===== src/hw/rtl/sscr_pkg.sv =====
// Shared types, constants and helper functions for the strip chart renderer.
// Used by every module of the block; depends on nothing else.
package sscr_pkg;

    localparam int COLUMNS  = 64;
    localparam int COL_W    = $clog2(COLUMNS);
    localparam int CNT_W    = $clog2(COLUMNS + 1);
    localparam int ROW_W    = 8;
    localparam int SAMPLE_W = 16;
    localparam int PROD_W   = SAMPLE_W + ROW_W;
    localparam int QDEPTH   = 2;
    localparam int QPTR_W   = $clog2(QDEPTH);
    localparam int QCNT_W   = $clog2(QDEPTH + 1);
    localparam int CFG_IDX_W = 8;

    localparam logic [CFG_IDX_W-1:0] CFG_VALUE_MAX = 8'd0;
    localparam logic [CFG_IDX_W-1:0] CFG_Y_BASE    = 8'd1;
    localparam logic [CFG_IDX_W-1:0] CFG_Y_RANGE   = 8'd2;
    localparam logic [CFG_IDX_W-1:0] CFG_X_ORIGIN  = 8'd3;

    typedef struct packed {
        logic [SAMPLE_W-1:0] value_max;
        logic [ROW_W-1:0]    y_base;
        logic [ROW_W-1:0]    y_range;
        logic [ROW_W-1:0]    x_origin;
    } cfg_t;

    typedef struct packed {
        logic full;
        logic empty;
    } rq_status_t;

    function automatic logic [COL_W-1:0] next_col(input logic [COL_W-1:0] p);
        logic [COL_W-1:0] r;
        if (p == COL_W'(COLUMNS - 1)) begin
            r = '0;
        end else begin
            r = p + 1'b1;
        end
        return r;
    endfunction

endpackage


===== src/hw/rtl/sscr_front.sv =====
// Front end: accepts samples, clamps and scales them to a screen row.
// Uses sscr_pkg; the scaling divide is a restoring divider, one bit a cycle.
module sscr_front (
    input  logic                          clk,
    input  logic                          rst_n,
    input  sscr_pkg::cfg_t                cfg,
    input  logic                          in_valid,
    output logic                          in_stall,
    input  logic [sscr_pkg::SAMPLE_W-1:0] sample,
    input  sscr_pkg::rq_status_t          q_status,
    output logic                          push,
    output logic [sscr_pkg::ROW_W-1:0]    push_row
);

    localparam logic [1:0] F_IDLE = 2'd0;
    localparam logic [1:0] F_DIV  = 2'd1;
    localparam logic [1:0] F_PUSH = 2'd2;

    logic [1:0]                        state_reg, state_next;
    logic [2:0]                        bit_reg, bit_next;
    logic [sscr_pkg::PROD_W-1:0]       rem_reg, rem_next;
    logic [sscr_pkg::ROW_W-1:0]        quo_reg, quo_next;
    logic [sscr_pkg::ROW_W-1:0]        span;
    logic [sscr_pkg::SAMPLE_W-1:0]     s_cl;
    logic [sscr_pkg::PROD_W-1:0]       prod;
    logic [sscr_pkg::PROD_W-1:0]       div_sh;
    logic [sscr_pkg::ROW_W-1:0]        quo_eff;

    assign span   = (cfg.y_range == '0) ? '0 : cfg.y_range - 1'b1;
    assign s_cl   = (sample > cfg.value_max) ? cfg.value_max : sample;
    assign prod   = sscr_pkg::PROD_W'(s_cl) * sscr_pkg::PROD_W'(span);
    assign div_sh = sscr_pkg::PROD_W'(cfg.value_max) << bit_reg;
    assign quo_eff  = (cfg.value_max == '0) ? '0 : quo_reg;
    assign push_row = cfg.y_base - 1'b1 - quo_eff;
    assign in_stall = (state_reg != F_IDLE);
    assign push     = (state_reg == F_PUSH) && !q_status.full;

    always_comb
    begin
        state_next = state_reg;
        bit_next   = bit_reg;
        rem_next   = rem_reg;
        quo_next   = quo_reg;
        case (state_reg)
            F_IDLE:
            begin
                if (in_valid)
                begin
                    rem_next   = prod;
                    quo_next   = '0;
                    bit_next   = 3'd7;
                    state_next = F_DIV;
                end
            end
            F_DIV:
            begin
                if (rem_reg >= div_sh)
                begin
                    rem_next          = rem_reg - div_sh;
                    quo_next[bit_reg] = 1'b1;
                end
                bit_next = bit_reg - 1'b1;
                if (bit_reg == 3'd0)
                begin
                    state_next = F_PUSH;
                end
            end
            F_PUSH:
            begin
                if (!q_status.full)
                begin
                    state_next = F_IDLE;
                end
            end
            default:
            begin
                state_next = F_IDLE;
            end
        endcase
    end

    always_ff @(posedge clk or negedge rst_n)
    begin
        if (!rst_n)
        begin
            state_reg <= F_IDLE;
            bit_reg   <= '0;
        end
        else
        begin
            state_reg <= state_next;
            bit_reg   <= bit_next;
        end
    end

    always_ff @(posedge clk)
    begin
        rem_reg <= rem_next;
        quo_reg <= quo_next;
    end

endmodule


===== src/hw/rtl/sscr_queue.sv =====
// Short row queue between the scaling front end and the drawing back end.
// Uses sscr_pkg for its depth and status type.
module sscr_queue (
    input  logic                       clk,
    input  logic                       rst_n,
    input  logic                       push,
    input  logic [sscr_pkg::ROW_W-1:0] push_row,
    input  logic                       pop,
    output logic [sscr_pkg::ROW_W-1:0] pop_row,
    output sscr_pkg::rq_status_t       status
);

    logic [sscr_pkg::ROW_W-1:0]  entry_reg [sscr_pkg::QDEPTH];
    logic [sscr_pkg::QPTR_W-1:0] wr_ptr_reg, wr_ptr_next;
    logic [sscr_pkg::QPTR_W-1:0] rd_ptr_reg, rd_ptr_next;
    logic [sscr_pkg::QCNT_W-1:0] cnt_reg, cnt_next;

    assign status.full  = (cnt_reg == sscr_pkg::QCNT_W'(sscr_pkg::QDEPTH));
    assign status.empty = (cnt_reg == '0);
    assign pop_row      = entry_reg[rd_ptr_reg];

    always_comb
    begin
        wr_ptr_next = wr_ptr_reg;
        rd_ptr_next = rd_ptr_reg;
        cnt_next    = cnt_reg;
        if (push)
        begin
            wr_ptr_next = (wr_ptr_reg == sscr_pkg::QPTR_W'(sscr_pkg::QDEPTH - 1))
                          ? '0 : wr_ptr_reg + 1'b1;
        end
        if (pop)
        begin
            rd_ptr_next = (rd_ptr_reg == sscr_pkg::QPTR_W'(sscr_pkg::QDEPTH - 1))
                          ? '0 : rd_ptr_reg + 1'b1;
        end
        if (push && !pop)
        begin
            cnt_next = cnt_reg + 1'b1;
        end
        else if (pop && !push)
        begin
            cnt_next = cnt_reg - 1'b1;
        end
    end

    always_ff @(posedge clk or negedge rst_n)
    begin
        if (!rst_n)
        begin
            wr_ptr_reg <= '0;
            rd_ptr_reg <= '0;
            cnt_reg    <= '0;
        end
        else
        begin
            wr_ptr_reg <= wr_ptr_next;
            rd_ptr_reg <= rd_ptr_next;
            cnt_reg    <= cnt_next;
        end
    end

    always_ff @(posedge clk)
    begin
        if (push)
        begin
            entry_reg[wr_ptr_reg] <= push_row;
        end
    end

endmodule


===== src/hw/rtl/sscr_back.sv =====
// Back end: keeps the row history in a ring memory and walks it, one draw
// command a cycle while out_stall is low, oldest column first. Uses sscr_pkg.
module sscr_back (
    input  logic                       clk,
    input  logic                       rst_n,
    input  sscr_pkg::cfg_t             cfg,
    input  sscr_pkg::rq_status_t       q_status,
    input  logic [sscr_pkg::ROW_W-1:0] pop_row,
    output logic                       pop,
    output logic                       out_valid,
    input  logic                       out_stall,
    output logic [7:0]                 x,
    output logic [sscr_pkg::ROW_W-1:0] y_start,
    output logic [sscr_pkg::ROW_W-1:0] y_end,
    output logic                       is_line,
    output logic                       last
);

    localparam logic [1:0] B_IDLE  = 2'd0;
    localparam logic [1:0] B_LOAD0 = 2'd1;
    localparam logic [1:0] B_LOAD1 = 2'd2;
    localparam logic [1:0] B_EMIT  = 2'd3;

    logic [sscr_pkg::ROW_W-1:0] hist_mem [sscr_pkg::COLUMNS];

    logic [1:0]                  state_reg, state_next;
    logic [sscr_pkg::COL_W-1:0]  wp_reg, wp_next;
    logic [sscr_pkg::CNT_W-1:0]  cnt_reg, cnt_next;
    logic [sscr_pkg::COL_W-1:0]  rd_ptr_reg, rd_ptr_next;
    logic [sscr_pkg::CNT_W-1:0]  fetch_reg, fetch_next;
    logic [sscr_pkg::COL_W-1:0]  emit_reg, emit_next;
    logic                        out_valid_reg, out_valid_next;
    logic [sscr_pkg::ROW_W-1:0]  first_row_reg;
    logic [sscr_pkg::ROW_W-1:0]  cur_reg, cur_next;
    logic [sscr_pkg::ROW_W-1:0]  rdata_reg;
    logic                        rd_first_reg;
    logic [7:0]                  x_reg;
    logic [sscr_pkg::ROW_W-1:0]  y_start_reg, y_end_reg;
    logic                        is_line_reg, last_reg;

    logic                        rd_en;
    logic [sscr_pkg::COL_W-1:0]  rd_addr;
    logic [sscr_pkg::CNT_W-1:0]  rd_logical;
    logic                        rd_first;
    logic                        load_out;
    logic [sscr_pkg::ROW_W-1:0]  rd_val;
    logic [sscr_pkg::ROW_W-1:0]  nxt;
    logic signed [sscr_pkg::ROW_W:0] diff;
    logic                        cmd_line;
    logic [sscr_pkg::ROW_W-1:0]  cmd_end;
    logic                        cmd_last;

    assign rd_val   = rd_first_reg ? first_row_reg : rdata_reg;
    assign cmd_last = (emit_reg == sscr_pkg::COL_W'(sscr_pkg::COLUMNS - 1));
    assign nxt      = cmd_last ? cur_reg : rd_val;
    assign diff     = $signed({1'b0, cur_reg}) - $signed({1'b0, nxt});
    assign cmd_line = (diff > 9'sd1) || (diff < -9'sd1);
    assign cmd_end  = !cmd_line ? cur_reg : ((diff > 9'sd0) ? nxt + 1'b1 : nxt - 1'b1);
    assign rd_first = (rd_logical < (sscr_pkg::CNT_W'(sscr_pkg::COLUMNS) - cnt_reg));
    assign pop      = (state_reg == B_IDLE) && !q_status.empty;
    assign load_out = (state_reg == B_EMIT) && (!out_valid_reg || !out_stall);

    always_comb
    begin
        state_next     = state_reg;
        wp_next        = wp_reg;
        cnt_next       = cnt_reg;
        rd_ptr_next    = rd_ptr_reg;
        fetch_next     = fetch_reg;
        emit_next      = emit_reg;
        cur_next       = cur_reg;
        out_valid_next = out_valid_reg && out_stall;
        rd_en          = 1'b0;
        rd_addr        = rd_ptr_reg;
        rd_logical     = fetch_reg;
        case (state_reg)
            B_IDLE:
            begin
                if (pop)
                begin
                    wp_next = sscr_pkg::next_col(wp_reg);
                    if (cnt_reg != sscr_pkg::CNT_W'(sscr_pkg::COLUMNS))
                    begin
                        cnt_next = cnt_reg + 1'b1;
                    end
                    state_next = B_LOAD0;
                end
            end
            B_LOAD0:
            begin
                rd_en       = 1'b1;
                rd_addr     = wp_reg;
                rd_logical  = '0;
                rd_ptr_next = sscr_pkg::next_col(wp_reg);
                fetch_next  = sscr_pkg::CNT_W'(1);
                state_next  = B_LOAD1;
            end
            B_LOAD1:
            begin
                cur_next    = rd_val;
                rd_en       = 1'b1;
                rd_ptr_next = sscr_pkg::next_col(rd_ptr_reg);
                fetch_next  = fetch_reg + 1'b1;
                emit_next   = '0;
                state_next  = B_EMIT;
            end
            B_EMIT:
            begin
                if (load_out)
                begin
                    out_valid_next = 1'b1;
                    cur_next       = rd_val;
                    if (fetch_reg < sscr_pkg::CNT_W'(sscr_pkg::COLUMNS))
                    begin
                        rd_en       = 1'b1;
                        rd_ptr_next = sscr_pkg::next_col(rd_ptr_reg);
                        fetch_next  = fetch_reg + 1'b1;
                    end
                    if (cmd_last)
                    begin
                        state_next = B_IDLE;
                    end
                    else
                    begin
                        emit_next = emit_reg + 1'b1;
                    end
                end
            end
            default:
            begin
                state_next = B_IDLE;
            end
        endcase
    end

    always_ff @(posedge clk or negedge rst_n)
    begin
        if (!rst_n)
        begin
            state_reg     <= B_IDLE;
            wp_reg        <= '0;
            cnt_reg       <= '0;
            rd_ptr_reg    <= '0;
            fetch_reg     <= '0;
            emit_reg      <= '0;
            out_valid_reg <= 1'b0;
        end
        else
        begin
            state_reg     <= state_next;
            wp_reg        <= wp_next;
            cnt_reg       <= cnt_next;
            rd_ptr_reg    <= rd_ptr_next;
            fetch_reg     <= fetch_next;
            emit_reg      <= emit_next;
            out_valid_reg <= out_valid_next;
        end
    end

    always_ff @(posedge clk)
    begin
        if (pop)
        begin
            hist_mem[wp_reg] <= pop_row;
        end
        if (rd_en)
        begin
            rdata_reg    <= hist_mem[rd_addr];
            rd_first_reg <= rd_first;
        end
    end

    always_ff @(posedge clk)
    begin
        if (pop && (cnt_reg == '0))
        begin
            first_row_reg <= pop_row;
        end
        cur_reg <= cur_next;
        if (load_out)
        begin
            x_reg       <= cfg.x_origin + 8'(emit_reg);
            y_start_reg <= cur_reg;
            y_end_reg   <= cmd_end;
            is_line_reg <= cmd_line;
            last_reg    <= cmd_last;
        end
    end

    assign out_valid = out_valid_reg;
    assign x         = x_reg;
    assign y_start   = y_start_reg;
    assign y_end     = y_end_reg;
    assign is_line   = is_line_reg;
    assign last      = last_reg;

    a_cnt_bound: assert property (@(posedge clk) disable iff (!rst_n)
        cnt_reg <= sscr_pkg::CNT_W'(sscr_pkg::COLUMNS))
        else $error("history fill count exceeds the column count");

    a_pop_nonempty: assert property (@(posedge clk) disable iff (!rst_n)
        pop |-> !q_status.empty)
        else $error("row popped from an empty queue");

    a_walk_has_row: assert property (@(posedge clk) disable iff (!rst_n)
        (state_reg == B_EMIT) |-> (cnt_reg != '0))
        else $error("history walked before the first row was stored");

    a_last_ends_walk: assert property (@(posedge clk) disable iff (!rst_n)
        (load_out && cmd_last) |=> (state_reg == B_IDLE) && out_valid_reg && last_reg)
        else $error("newest column command did not close the walk");

endmodule


===== src/hw/rtl/scrolling_strip_chart_renderer_top.sv =====
// Output: draw commands follow each sample transaction, one command a cycle while
// out_stall is low, COLUMNS commands in all, oldest column first.
// Sample rate: set by the history walk in the back end, while the scaling divide
// overlaps it through a two-entry queue.
// Reset: registers take their defaults and the history counts as empty; the first
// sample then stands for every column. No clearing pass is run.
module scrolling_strip_chart_renderer_top (
    input  logic                           clk,
    input  logic                           rst_n,
    input  logic                           cfg_valid,
    output logic                           cfg_ready,
    input  logic [sscr_pkg::CFG_IDX_W-1:0] cfg_index,
    input  logic [15:0]                    cfg_data,
    input  logic                           in_valid,
    output logic                           in_stall,
    input  logic [sscr_pkg::SAMPLE_W-1:0]  sample,
    output logic                           out_valid,
    input  logic                           out_stall,
    output logic [7:0]                     x,
    output logic [sscr_pkg::ROW_W-1:0]     y_start,
    output logic [sscr_pkg::ROW_W-1:0]     y_end,
    output logic                           is_line,
    output logic                           last
);

    sscr_pkg::cfg_t             cfg_reg;
    sscr_pkg::rq_status_t       q_status;
    logic                       push;
    logic [sscr_pkg::ROW_W-1:0] push_row;
    logic                       pop;
    logic [sscr_pkg::ROW_W-1:0] pop_row;

    assign cfg_ready = 1'b1;

    always_ff @(posedge clk or negedge rst_n)
    begin
        if (!rst_n)
        begin
            cfg_reg.value_max <= 16'd1023;
            cfg_reg.y_base    <= 8'd64;
            cfg_reg.y_range   <= 8'd64;
            cfg_reg.x_origin  <= 8'd0;
        end
        else if (cfg_valid && cfg_ready)
        begin
            case (cfg_index)
                sscr_pkg::CFG_VALUE_MAX: cfg_reg.value_max <= cfg_data;
                sscr_pkg::CFG_Y_BASE:    cfg_reg.y_base    <= cfg_data[7:0];
                sscr_pkg::CFG_Y_RANGE:   cfg_reg.y_range   <= cfg_data[7:0];
                sscr_pkg::CFG_X_ORIGIN:  cfg_reg.x_origin  <= cfg_data[7:0];
                default:                 cfg_reg <= cfg_reg;
            endcase
        end
    end

    sscr_front u_front (
        .clk      (clk),
        .rst_n    (rst_n),
        .cfg      (cfg_reg),
        .in_valid (in_valid),
        .in_stall (in_stall),
        .sample   (sample),
        .q_status (q_status),
        .push     (push),
        .push_row (push_row)
    );

    sscr_queue u_queue (
        .clk      (clk),
        .rst_n    (rst_n),
        .push     (push),
        .push_row (push_row),
        .pop      (pop),
        .pop_row  (pop_row),
        .status   (q_status)
    );

    sscr_back u_back (
        .clk       (clk),
        .rst_n     (rst_n),
        .cfg       (cfg_reg),
        .q_status  (q_status),
        .pop_row   (pop_row),
        .pop       (pop),
        .out_valid (out_valid),
        .out_stall (out_stall),
        .x         (x),
        .y_start   (y_start),
        .y_end     (y_end),
        .is_line   (is_line),
        .last      (last)
    );

endmodule

===== config.mk =====
export PLATFORM = sky130hd
export DESIGN_NAME = scrolling_strip_chart_renderer_top
export DESIGN_NICKNAME = d
export VERILOG_FILES = /design/src/hw/rtl/sscr_pkg.sv /design/src/hw/rtl/sscr_front.sv /design/src/hw/rtl/sscr_queue.sv /design/src/hw/rtl/sscr_back.sv /design/src/hw/rtl/scrolling_strip_chart_renderer_top.sv
export SDC_FILE = /design/constraint.sdc
export NUM_CORES = 1
export LEC_CHECK = 0
export BUFFER_PORTS_ARGS = -buffer_cell sky130_fd_sc_hd__buf_4
export CORE_MARGIN = 5
export CORE_UTILIZATION = 50
export DETAILED_ROUTE_END_ITERATION = 7
export GPL_TIMING_DRIVEN = 0
export PLACE_DENSITY = 0.66
export SYNTH_ARGS = -nofsm -noshare
export SYNTH_HDL_FRONTEND = slang
export SYNTH_HIERARCHICAL = 1
export SYNTH_SLANG_ARGS = --single-unit

===== constraint.sdc =====
create_clock -name clk -period 7.6 [get_ports clk]
set_clock_uncertainty 0.1 [all_clocks]
set_input_delay 1.9 -clock clk [delete_from_list [all_inputs] [get_ports clk]]
set_output_delay 1.9 -clock clk [all_outputs]
set_load 0.005 [all_outputs]

==> results.md, run 1 <==
* Internal power at around 10 mW
* Clock latency on the worst-skew pair at 0.62 ns
* Reg-to-Reg End: u_front/rem_reg[22]
* Start of the worst register-to-register path: cfg_reg[31]
* Synth warn at 6
* WHS at 0.349 ns
* Failing checks: negative setup slack
* I/O Buffers at 72
* R2r setup slk at about 0.55 ns
* CP dominant cell by count: fa_1
* Initial core utilization at 0.504
* Crit path max-delay cell type: or4_4
* Hold Crit Start: u_back/cur_reg[2]
* Syn-to-layout area delta at 15.2%
* Synth Area in Simple Gates at 0.0885
* CTS Sinks at 695
* Seq cells post-synth at just under 700
* Final period util at 1.01
* CP max stage delay at around 0.56 ns
* Root Driver: clkbuf_16
* Final Hold Vio Count at 0
* Arrival @ worst endpoint at 7.92 ns
* Cell Rows at 98
* Largest net degree at the start of global routing at 85
* H-Tree Depth at 3
* Total GRT Usage at 0.221
* Ys async rst share at 0.121
* Worst Setup End Kind: flop
* Area after DPL at approximately 0.038 sq mm
* Final WL at roughly 87000 microns
* Fraction of layout instances using a drive strength above 1 at 0.200
* Critical path class: input pin to flop
* Critical Path Source Type: input pin
* Critical-path maximum fanout at 8
* Reported net switching power at between 6 and 7 mW
* Global-route wire length before repair at ~130000 microns
* # diodes at 0
* Router iterations before antenna repair at 5
* Post-DRT Antenna Nets at 0
* Commonest non-fill, non-tap cell in the layout: edfxtp_1
* Lkg Pwr at ~15 nW
* PD cells at 387 mW/mm^2
* Final min period at about 7.7 ns
* Net Sw Frac at 0.377
* DP Worst Slack at -0.998 ns
* Design area at 0.0414 sq mm
* Status: complete, but fails checks
* Syn nets at 2873
* Synth Area in Compound Gates at 0.0754
* Combinational power share at 0.440
* Max FFs per register at between 500 and 600
* # DRC at 0
* Most frequent cells in the layout: edfxtp_1 (611), nor2_1 (259), nand2_1 (172)
* Crit-path cells: buf_12 -> ha_4 -> nand4_1 -> or3_4 -> o221ai_2 -> o21a_1 -> buf_8 -> buf_12 -> buf_16 -> mux2i_4 -> nor2_1 -> fa_1 -> fa_1 -> fa_1 -> inv_1 -> fa_1 -> inv_1 -> ha_1 -> nand2_1 -> or4_4 -> a31o_4 -> o21ai_2 -> xnor2_1 -> mux2i_1
* Die W at between 200 and 300 microns
* Iter 0 DRT Violations at approximately 2100
* F_max at 131 MHz
* Slew headroom at 0.109
* Largest family of logic cells by synthesized area: multiplexers
* Avg WL per Cell at about 23 microns
* Fillers at between 5000 and 6000
* Endpoint of the worst hold path: u_back/y_start[2]
* Die area at 0.0774 sq mm
* Gr ovfl total at 0
* Seq/Total Area, Yosys at 0.569
* Share of total power in sequential cells at 0.320
* Worst Tran Pin Value at 1.34 ns
* DP HPWL at between 60000 and 70000 microns
* Synth Cell Area at between 0.03 and 0.04 sq mm
* Nets at approximately 3000
* Top-Level Pins at between 70 and 80
* EDFF count, synth at roughly 610
* CP Data Required Time at slightly below 8 ns
* Clock power share at 0.240
* Post-synthesis mux area share at 0.119
* Core area at around 0.071 sq mm
* Peak supply drop at around 230 uV
* Synthesized-area fraction occupied by adder cells at 0.0923
* Main synth FF type: edfxtp_1
* Vias at approximately 23000
* Syn Area/Cell at approximately 14 sq um
* Fin worst setup slack at -0.0615 ns
* CTS tree: done
* Mapped Cells at 2615
* R2R depth at 24
* Max Slew Vio Count at 0
* Vias in the first global route at 22702
* Hold Path Depth at 0
* DR vias/cell at 5.93
* Clock-pin slew on the worst setup and hold paths at 0.06 ns
* Die height at around 280 microns
* Distinct cells, synth at 94
* Max Root-Sink Buffers at 3
* Max cap viols at 0
* RSZ-0062 raised after global routing: true
* Initial antenna violation count at 1
* Num CTS Buffers at between 70 and 80
* Min-delay worst type: flop to flop
* Final setup viols at 1
* Post-Synth XOR/XNOR Area at 0.0231
* GPL Wtd Cong at a little over 0.9
Yosys cell counts (8+ instances only):
cell type  number  share of area
nor4_1          9         0.0016
o21a_1         15         0.0031
mux2_4         11         0.0046
nand4_1        19         0.0033
buf_1           8        0.00084
mux4_2        134          0.084
and3_1         11         0.0019
nand2_1       173          0.018
dfrtp_1        72          0.050
or2_2          19         0.0033
nand2b_1       22         0.0038
or3_1          11         0.0019
o31ai_1        12         0.0025
mux2_2         44          0.014
buf_2          14         0.0019
a21oi_1       111          0.015
o21bai_1       10         0.0021
mux2i_1        35         0.0097
and2_1         39         0.0068
ha_1          126          0.044
nand3_1        24         0.0033
a21o_1         28         0.0058
o21ai_1        10         0.0014
a211oi_1       46         0.0096
fa_1           87          0.048
clkbuf_1       92         0.0096
edfxtp_1      611           0.51
a311oi_1       17         0.0041
nor3_1         25         0.0035
o21ai_0        64         0.0089
xor2_1         35         0.0085
dfstp_2        12         0.0088
a31oi_1        30         0.0052
nor2b_1        27         0.0047
inv_1         161          0.017
xnor2_1        55          0.013
or2_1          11         0.0019
mux2i_2        11         0.0042
nor2_1        265          0.028
worst max path at each step:
stage                     endpoint        from  cells after the start
2_1_floorplan  u_front/rem_reg[22]  sample[11]                     26
3_3_place_gp   u_front/rem_reg[22]   sample[5]                     26
3_5_place_dp   u_front/rem_reg[22]   sample[4]                     25
4_1_cts        u_front/rem_reg[22]   sample[5]                     28
5_1_grt        u_front/rem_reg[22]  sample[10]                     26
6_report       u_front/rem_reg[22]   sample[7]                     24
per-stage QoR:
| step | setup TNS [ns] | utilization | std cells | power [mW] |
|---|---|---|---|---|
| global route | -0.775 | 0.580 | 3814 | 16.9 |
| global placement | -15.55 | 0.531 | 3637 | 11.9 |
| CTS | -0.0670 | 0.574 | 3796 | 16.0 |
| floorplan | -0.276 | - | 2615 | 9.92 |
| detailed placement | -10.54 | 0.531 | 3639 | 12.1 |
| finish | -0.0615 | 0.580 | 3814 | 16.0 |
cell families (layout without fill, tap and decap cells):
kind of cell,after synthesis,count (layout)
buf+inv,289,538
other cells,1,1
xor+xnor,92,92
flops,695,695
simple gates,678,678
mux,239,239
fa+ha+maj,213,213
compound gates,408,408
cell type report:
type | instances | area (sq um) | share of cell area
sequential | 695 | 20500 | 0.494
multi-input combinational | 1631 | 14900 | 0.360
clock buffer | 99 | 2050 | 0.0495
tap | 950 | 1190 | 0.0287
timing repair buffer | 114 | 992 | 0.0240
inverter | 165 | 622 | 0.0150
clock inverter | 36 | 621 | 0.0150
buffer | 124 | 572 | 0.0138
worst max-delay path: cells and delay by family:
| kind | cells | cell delay [ns] |
|---|---|---|
| AND/OR/NAND/NOR | 5 | 1.36 |
| buffers and inverters | 6 | 0.63 |
| multiplexers | 2 | 0.47 |
| XOR/XNOR | 1 | 0.14 |
| adder cells (fa/ha/maj) | 6 | 2.66 |
| AO/OA/AOI/OAI | 4 | 0.74 |
power by group through the flow:
stage          Combinational [mW]  Sequential [mW]  Clock [mW]
2_1_floorplan                4.79             5.14           0
3_5_place_dp                 6.85             5.21           0
4_1_cts                      6.94             5.13        3.93
5_1_grt                      7.64             5.16        4.11
6_report                     7.06             5.13        3.86
3_3_place_gp                 6.67             5.21           0
layer usage:
metal / wire length, microns / track usage
met5: 0 / 0
met4: 1930 / 0.0540
met3: 6180 / 0.0310
met2: 42000 / 0.357
met1: 37400 / 0.322
what timing repair did:
action | CTS | global route
resized for setup | 32 | 55
hold buffers | 0 | 0
endpoints found under the setup margin | 9 | 12
pin swaps | 8 | 33
setup buffers | 21 | 17
gates cloned | 1 | 0
Note: power is estimated with default switching activity, not from simulation.
==> inputs of run 2 (changes only) <==
Settings changed: BUFFER_PORTS_ARGS -buffer_cell sky130_fd_sc_hd__buf_4 to -buffer_cell sky130_fd_sc_hd__buf_2.
==> run 2 against run 1 <==
Effect of this change:
- the run still ends with negative setup slack left
- global-route usage down 0.18 points
- register-to-register slack worse by 0.06 ns
- hold slack better by 0.0069 ns
- final area down 1.0%
- critical path depth up 1
- core utilization down 0.61 points
- combinational power about the same
- non-clock buffer count unchanged
- critical endpoint unchanged
- largest cell class unchanged
- highest routed layer unchanged
==> results.md, run 2 (synthesized netlist as in run 1, its figures left out) <==
* CP dominant cell by count: buf_12
* Crit path to: u_front/rem_reg[22]
* # DRC at 0 (unchanged)
* Most crowded layer after global routing: met2
* Total power at 15.7 mW (-2.2%)
* Vias in the first global route at 22461 (-1.1%)
* Avg WL per Cell at 22.9 microns (-0.25%)
* Die W at 278 microns (unchanged)
* Die area at 0.0774 sq mm (unchanged)
* Num CTS Buffers at 75 (unchanged)
* Start of the worst register-to-register path: cfg_reg[32]
* Initial antenna violation count at 0 (-1)
* Arrival @ worst endpoint at 7.95 ns (+0.03 ns)
* GPL Wtd Cong at 0.939 (+1.0%)
* Gr ovfl total at 0 (unchanged)
* DR vias/cell at 5.96 (+0.56%)
* Top-Level Pins at 74 (unchanged)
* Lkg Pwr at 15.1 nW (-1.1%)
* Max cap viols at 0 (unchanged)
* Status: complete, but fails checks
* Min-delay worst type: flop to flop
* Worst Setup End Kind: flop
* Area after DPL at 0.0378 sq mm (-0.39%)
* Max Slew Vio Count at 0 (unchanged)
* Peak supply drop at 273 uV (+21%)
* Commonest non-fill, non-tap cell in the layout: edfxtp_1
* Syn-to-layout area delta at 14.0%
* Final Hold Vio Count at 0 (unchanged)
* R2r setup slk at 0.49 ns (-0.06 ns)
* Post-DRT Antenna Nets at 0 (unchanged)
* RSZ-0062 raised after global routing: true
* Root Driver: clkbuf_16
* Routing usage on met3 at 0.0388 (+0.00772)
* Core area at 0.0714 sq mm (unchanged)
* Design area at 0.0410 sq mm (-1.0%)
* Max FFs per register at 512 (unchanged)
* Slew headroom at 0.0760 (-0.0334)
* Iter 0 DRT Violations at 2020 (-4.9%)
* Met2 usage at 0.348 (-0.00930)
* PD cells at 383 mW/mm^2 (-1.2%)
* # diodes at 0 (unchanged)
* Crit path max-delay cell type: fa_2
* F_max at 130 MHz (-0.40%)
* Sequential standard cell area at 0.0205 sq mm (unchanged)
* H-Tree Depth at 3 (unchanged)
* CP Launch Point: sample[5]
* Initial core utilization at 0.504 (unchanged)
* Multi-input logic area at 0.0149 sq mm (-0.14%)
* Router iterations before antenna repair at 5 (unchanged)
* Die height at 278 microns (unchanged)
* I/O Buffers at 72 (unchanged)
* R2R depth at 25 (+4.2%)
* Fin worst setup slack at -0.0921 ns (-0.0305 ns)
* Failing checks: negative setup slack
* CTS tree: done
* CTS Sinks at 695 (unchanged)
* Finished Layout Cells at 3813 (-0.026%)
* GR Util met1 at 0.321 (-0.000533)
* Critical Path Source Type: input pin
* Final WL at 87200 microns (-0.28%)
* DP HPWL at 60400 microns (-0.53%)
* Critical path class: input pin to flop
* Final min period at 7.69 ns (+0.0305 ns)
* Worst Tran Pin Value at 1.39 ns (+0.0501 ns)
* Final setup viols at 2 (+1)
* CP Data Required Time at 7.86 ns (about the same)
* Clock latency on the worst-skew pair at 0.62 ns (about the same)
* CP max stage delay at 0.60 ns (+0.04 ns)
* Critical-path maximum fanout at 8 (unchanged)
* Vias at 22740 (+0.53%)
* Fraction of layout instances using a drive strength above 1 at 0.201 (+0.000768)
* Cell Rows at 98 (unchanged)
* Largest net degree at the start of global routing at 66 (-22%)
* Fillers at 5640 (+1.1%)
* Global-route wire length before repair at 133000 microns (-0.68%)
* Final period util at 1.01 (+0.00402)
* Dpl cells at 3640 (+0.027%)
* DP Worst Slack at -1.00 ns (-0.00629 ns)
* Most frequent cells in the layout: edfxtp_1 (611), nor2_1 (261), nand2_1 (170)
* Total GRT Usage at 0.219 (-0.00179)
* Clock-pin slew on the worst setup and hold paths at 0.06 ns (about the same)
* Reg-to-Reg End: u_front/rem_reg[22]
* Max Root-Sink Buffers at 3 (unchanged)
* Nets at 3064 (unchanged)
[run 2: critical path, delay by kind of cell]
kind                       cells  cell delay (ns)
adders and majority gates      6             2.61
and+or+nand+nor                5             1.26
buffers and inverters          7             0.85
AOI/OAI and AO/OA              4             0.70
muxes                          2             0.47
xor gates and xnor gates       1             0.13
[run 2: through the flow]
stage	hold slack, ns	setup TNS, ns	utilization
6_report	0.356	-0.0937	0.574
5_1_grt	0.369	-1.20	0.574
4_1_cts	0.358	-0.0159	0.568
3_5_place_dp	0.345	-10.47	0.529
3_3_place_gp	0.334	-19.80	0.528
2_1_floorplan	0.324	-0.276	-
[run 2: timing repair]
| action | 4_1_cts | 5_1_grt |
|---|---|---|
| pin swaps | 10 | 20 |
| hold buffers | 0 | 0 |
| resized for setup | 35 | 64 |
| cloned | 1 | 0 |
| setup endpoints to repair | 9 | 11 |
| setup buffers | 15 | 23 |
[run 2: area by class of cell]
type	count	area share
Sequential cell	695	0.499
Buffer	124	0.0139
Clock buffer	87	0.0471
Timing Repair Buffer	114	0.0208
Inverter	165	0.0152
Multi-Input combinational cell	1631	0.363
Clock inverter	47	0.0114
Tap cell	950	0.0290
[run 2: worst min-delay path by stage]
stage                            startpoint           endpoint  slack (ns)  cells after the start
after floorplan           u_back/cur_reg[2]  u_back/y_start[2]        0.32                      0
after global placement    u_back/cur_reg[2]  u_back/y_start[2]        0.33                      0
after detailed placement  u_back/cur_reg[0]  u_back/y_start[0]        0.35                      0
after CTS                 u_back/cur_reg[2]  u_back/y_start[2]        0.36                      0
after global routing      u_back/cur_reg[0]  u_back/y_start[0]        0.37                      0
final                     u_back/cur_reg[5]  u_back/y_start[5]        0.36                      0
[run 2: metal layers]
layer	share of wire	wire length [microns]
met2	0.47	41000
met3	0.074	6420
met1	0.43	37900
met4	0.022	1890
met5	0	0
[run 2: power breakdown]
| group | switching (mW) | total [mW] | internal (mW) |
|---|---|---|---|
| sequential | 0.201 | 5.12 | 4.92 |
| combinational | 4.32 | 7.04 | 2.71 |
| clock | 1.51 | 3.53 | 2.02 |
